===== src/rtl/tla_pkg.sv =====
package tla_pkg;

  localparam logic [1:0] CMD_WRITE   = 2'd0;
  localparam logic [1:0] CMD_READ    = 2'd1;
  localparam logic [1:0] CMD_ADVANCE = 2'd2;

  typedef struct packed {
    logic accept_ok;
    logic step_clr;
    logic clear_wr;
    logic res_clear;
    logic cell_write;
    logic cell_capture;
    logic adv_step;
    logic gen_set;
    logic out_load;
  } tla_ctrl_t;

  typedef struct packed {
    logic [1:0] op;
    logic       item_taken;
    logic       in_grid;
    logic       run_en;
    logic       clear_last;
    logic       adv_last;
    logic       out_free;
  } tla_stat_t;

endpackage


===== src/rtl/tla_ctrl.sv =====
module tla_ctrl import tla_pkg::*; (
  input  logic      clk,
  input  logic      rst,
  input  tla_stat_t stat,
  output tla_ctrl_t ctrl
);

  typedef enum logic [8:0] {
    S_CLEAR      = 9'b000000001,
    S_IDLE       = 9'b000000010,
    S_DISPATCH   = 9'b000000100,
    S_WR_READ    = 9'b000001000,
    S_WR_WRITE   = 9'b000010000,
    S_RD_READ    = 9'b000100000,
    S_RD_CAPTURE = 9'b001000000,
    S_ADVANCE    = 9'b010000000,
    S_FINISH     = 9'b100000000
  } state_t;

  state_t state;
  state_t state_next;

  always_ff @(posedge clk) begin
    if (rst) begin
      state <= S_CLEAR;
    end else begin
      state <= state_next;
    end
  end

  always_comb begin
    ctrl       = '0;
    state_next = state;
    case (state)
      S_CLEAR: begin
        ctrl.clear_wr = 1'b1;
        if (stat.clear_last) begin
          state_next = S_IDLE;
        end
      end
      S_IDLE: begin
        ctrl.accept_ok = 1'b1;
        ctrl.step_clr  = 1'b1;
        if (stat.item_taken) begin
          state_next = S_DISPATCH;
        end
      end
      S_DISPATCH: begin
        ctrl.res_clear = 1'b1;
        case (stat.op)
          CMD_WRITE:   state_next = stat.in_grid ? S_WR_READ : S_FINISH;
          CMD_READ:    state_next = stat.in_grid ? S_RD_READ : S_FINISH;
          CMD_ADVANCE: state_next = stat.run_en ? S_ADVANCE : S_FINISH;
          default:     state_next = S_FINISH;
        endcase
      end
      S_WR_READ: begin
        state_next = S_WR_WRITE;
      end
      S_WR_WRITE: begin
        ctrl.cell_write = 1'b1;
        state_next      = S_FINISH;
      end
      S_RD_READ: begin
        state_next = S_RD_CAPTURE;
      end
      S_RD_CAPTURE: begin
        ctrl.cell_capture = 1'b1;
        state_next        = S_FINISH;
      end
      S_ADVANCE: begin
        ctrl.adv_step = 1'b1;
        if (stat.adv_last) begin
          ctrl.gen_set = 1'b1;
          state_next   = S_FINISH;
        end
      end
      S_FINISH: begin
        if (stat.out_free) begin
          ctrl.out_load = 1'b1;
          state_next    = S_IDLE;
        end
      end
      default: begin
        state_next = S_CLEAR;
      end
    endcase
  end

endmodule


===== config.mk =====
export PLATFORM = sky130hd
export DESIGN_NAME = tla_ctrl
export DESIGN_NICKNAME = d
export VERILOG_FILES = /design/src/rtl/tla_pkg.sv /design/src/rtl/tla_ctrl.sv
export SDC_FILE = /design/constraint.sdc
export NUM_CORES = 1
export LEC_CHECK = 0
export ABC_AREA = 1
export BUFFER_PORTS_ARGS = -buffer_cell sky130_fd_sc_hd__buf_2
export CORE_MARGIN = 10
export CORE_UTILIZATION = 25
export CTS_CLUSTER_SIZE = 10
export DETAILED_ROUTE_END_ITERATION = 12
export GPL_TIMING_DRIVEN = 0
export PLACE_DENSITY = 0.46
export SLEW_MARGIN = 20
export SYNTH_ARGS = -nofsm -noshare
export SYNTH_HDL_FRONTEND = slang
export SYNTH_SLANG_ARGS = --single-unit

===== constraint.sdc =====
create_clock -name clk -period 1.3 [get_ports clk]
set_input_delay 0.26 -clock clk [delete_from_list [all_inputs] [get_ports clk]]
set_output_delay 0.26 -clock clk [all_outputs]
set_load 0.1 [all_outputs]

Word level (Yosys, flattened, before mapping)
Cells that the tools add are included.
Word-level totals
  flip-flop bits (word level): 9
  bits of input ports: 10
  output and inout port bits: 9
Cells by class
  eq/ne operators: 15
  muxes and demuxes: 18
  reductions and logical operators: 3
Operators by type and width (number)
  $pmux W9 S8: 1
  $mux W9: 7
  $pmux W9 S3: 1
  $eq A9 B1 Y1 const B: 1
  $eq A9 B2 Y1 const B: 1
  $eq A9 B3 Y1 const B: 1
  $eq A9 B4 Y1 const B: 1
  $eq A9 B5 Y1 const B: 1
  $eq A9 B6 Y1 const B: 1
  $eq A9 B7 Y1 const B: 1
  $eq A9 B8 Y1 const B: 1
  $eq A9 B9 Y1 const B: 1
  $ne A2 B2 Y1 const B: 4
  $mux W1: 7
  $mux W2: 2
  $reduce_and A4 Y1: 1
  $eq A2 B1 Y1 const B: 1
  $eq A2 B2 Y1 const B: 1
  $logic_not A2 Y1: 1
  $reduce_or A2 Y1: 1

Depth between registers and ports, before layout
  word-level depth: 3
  depth in mapped cells: 9

Least setup slack after synthesis
Ideal clock, no wire load.
  path kind: reg2out
  start point: register state[2]
  end point: output ctrl[1] (netlist name)
  data arrival time: 2011 ps
  path slack: -971 ps
  cell stages (with the launch flop): 6
  buffers on the path: 0
  path through: dfxtp_1 -> nor2_2 -> nand2_2 -> nor2_4 -> nand2_1 -> nor2_1
RTL lines
  start, declared: RTL line tla_ctrl.sv:20  | state_t state;
  start signal, assigned: RTL line tla_ctrl.sv:27  | state <= state_next;
  end, declared: RTL line tla_ctrl.sv:5  | output tla_ctrl_t ctrl

==> reports/metrics.yaml <==
clock_tree:
  cts.clk_slew.worst_paths_ns: 0.06
  cts_root_buffer: "clkbuf_4"
  htree_levels: 1
  cts_sinks: 9
  tritoncts: "done"
  insertion_delay_ns: 0.25
  clock_path_buffers: 2
  cts_buffers: 3
route:
  vias: 725
  firstDrtPassIters: 4
  vias_per_cell: 4.22
  avgRoutedWirePerCell_um: 10.3
  antenna_left: 0
  drt_iter0_drc: 12
  wl_um: 1770
  drc: 0
global_routing:
  overflow: 0
  antenna_found_initial: 0
  grt_pass1_vias: 769
  track_usage: 0.0700
  grt_pass1_wl_um: 3040
  grt_max_degree: 10
floorplanning:
  die_h_um: 71.8
  die_area_sq_mm: 0.00515
  coreArea_sq_mm: 0.00252
  ios: 19
  rows: 18
  start_util: 0.266
  die_x_um: 71.8
cells_and_area:
  n_antenna_cell: 0
  largest_reg_flops: 9
  area_growth_pct: 75.0
  nNetsFinal: 153
  largest-register: "state"
  drive_gt1_frac: 0.535
  reg.largest.list: "state (9)"
  finalInstanceArea_sq_mm: 0.00117
sta:
  whs_ns: 0.253
  slew_viol_final: 0
  relSlewSlack: 0.822
  timing.fmax_ghz: 0.605
  finalSetupViolCount: 18
  grt_setup_unrepaired: "yes"
  tns_ns: -3.49
  fin_crit_sh: 1.27
  hold_viol: 0
  final.min_clock_period_ns: 1.65
  clock_skew_ns: 0.00245
  worst_slack_ns: -0.352
  tightestPinTransition_ns: 0.264
logic_synthesis:
  ys_seq_area_frac: 0.269
  synth.avg_cell_area_sq_um: 6.10
  yosys.area.top_type: "dfxtp_1"
  syn_nets: 120
  syn_area_sq_um: 671
  yosysTopAreaCellShare: 0.269
  syn_inst: 110
  yosysWarnings: 0
  ys_top_cells_by_area: "dfxtp_1, inv_1, nand2_1, nor2_1, nor2_2"
  synth_cell_types: 20
  ys_seq_elements: 9
power:
  powerDensity_mw_per_mm2: 1720
  internal_power_uw: 1000
  ir_drop_mv: 2.01
  leakage_uw: 0.000589
  p_sw_uw: 1020
  power_frac_clock: 0.102
  seqPwrFrac: 0.194
  netSwitchingFraction: 0.504
  comb_power_share: 0.705
placement:
  place_hpwl_um: 1430
  numPortBuffers: 18
  gp_congestion: 0.728
  place_area_sq_um: 860
setup_path:
  worstPathArrival_ns: 1.39
  start_kind: "flip-flop"
  critPathMaxFanout: 3
  crit_type: "flip-flop to output pin"
  worst-r2r-setup-slack_ns: -0.16
  worst_setup_path_end_kind: "output pin"
  required_ns: 1.04
status:
  status: "complete, but fails checks"
  violations: "setup timing"
flow_run:
  maxCapViolations: 0
worst_hold_path:
  hp-class: "input port to flip-flop"
[path summary, 6_finish.rpt]
check	endpoint	start	depth (start not counted)
max	ctrl[8]	state[2]	7
min	state[5]	stat[6]	3
max reg2reg	state[1]	state[3]	11
min reg2reg	state[1]	state[1]	2
[synthesized netlist by cell type, drive strengths merged]
cell type and n:
buf 1, nand3 9, dfxtp 9, nor2 24, nor3 4, clkinv 1
nand3b 1, o21bai 1, nand2 24, and2 2, o21ai 3, inv 27
nand4 4
[routing by layer]
metal,up-vias,GRT usage,wire [um]
met5,-,0,0
met2,15,0.117,829
met3,2,0.0248,116
met4,0,0.0258,20
li1,394,-,-
met1,314,0.0798,808
[area by class of cell]
cell class	count	area, sq um
Buffer	1	20.0
Sequential cell	9	190
Timing Repair Buffer	28	299
Clock buffer	4	26.3
Fill cell	261	1350
Multi-Input combinational cell	72	480
Tap cell	30	37.5
Inverter	28	120
[layout by cell type, fill, tap and decap left out, types with 2 or more instances in the layout]
master and n:
inv_1 19, nand2_1 16, nor2_4 10, buf_12 9
buf_2 9, nor2_1 8, buf_4 8, nand3_1 7
nor2_2 6, nand2_4 5, dfxtp_2 5, inv_2 4
clkinvlp_4 4, nand4_1 4, nand2_2 3, clkbuf_4 3
buf_6 3, dfxtp_1 3, nor3_2 2, and2_4 2
nor3_1 2, o21ai_0 2
[power groups by stage]
stage | clock network [uW] | logic [uW] | registers, uW
after floorplan | 0 | 894 | 368
after global placement | 0 | 1040 | 375
after detailed placement | 0 | 1040 | 375
after CTS | 215 | 1300 | 380
after global routing | 229 | 1530 | 401
final | 205 | 1420 | 391
[cell families (layout without fill, tap and decap cells)]
| kind of cell | Yosys count | in the layout | synth area share |
|---|---|---|---|
| AO/OA/AOI/OAI | 4 | 4 | 0.0336 |
| buffers and inverters | 29 | 61 | 0.168 |
| AND/OR/NAND/NOR | 68 | 68 | 0.530 |
| flip-flops | 9 | 9 | 0.269 |
[stage by stage]
step,setup slack (ns),cells,total power (uW),utilization
finish,-0.352,172,2020,0.465
global route,-0.427,172,2160,0.465
floorplan,-0.357,110,1260,-
detailed placement,-0.353,158,1420,0.341
global placement,-0.365,158,1410,0.341
CTS,-0.370,167,1900,0.429
[critical path, stage by stage, from the launching register on]
cell and delay, ns:
dfxtp_2 0.34, nor2_2 0.11, nand2_2 0.09, nor2_4 0.13, nand2_2 0.09, clkinvlp_4 0.12, buf_12 0.10, buf_12 0.16
[what timing repair did]
| action | CTS | global route |
|---|---|---|
| setup endpoints to repair | 11 | 18 |
| hold buffers | 0 | 0 |
| gates resized for setup | 44 | 14 |
| pin swaps | 5 | 4 |
| setup buffers | 5 | 5 |
Note: power is estimated with default switching activity, not from simulation.
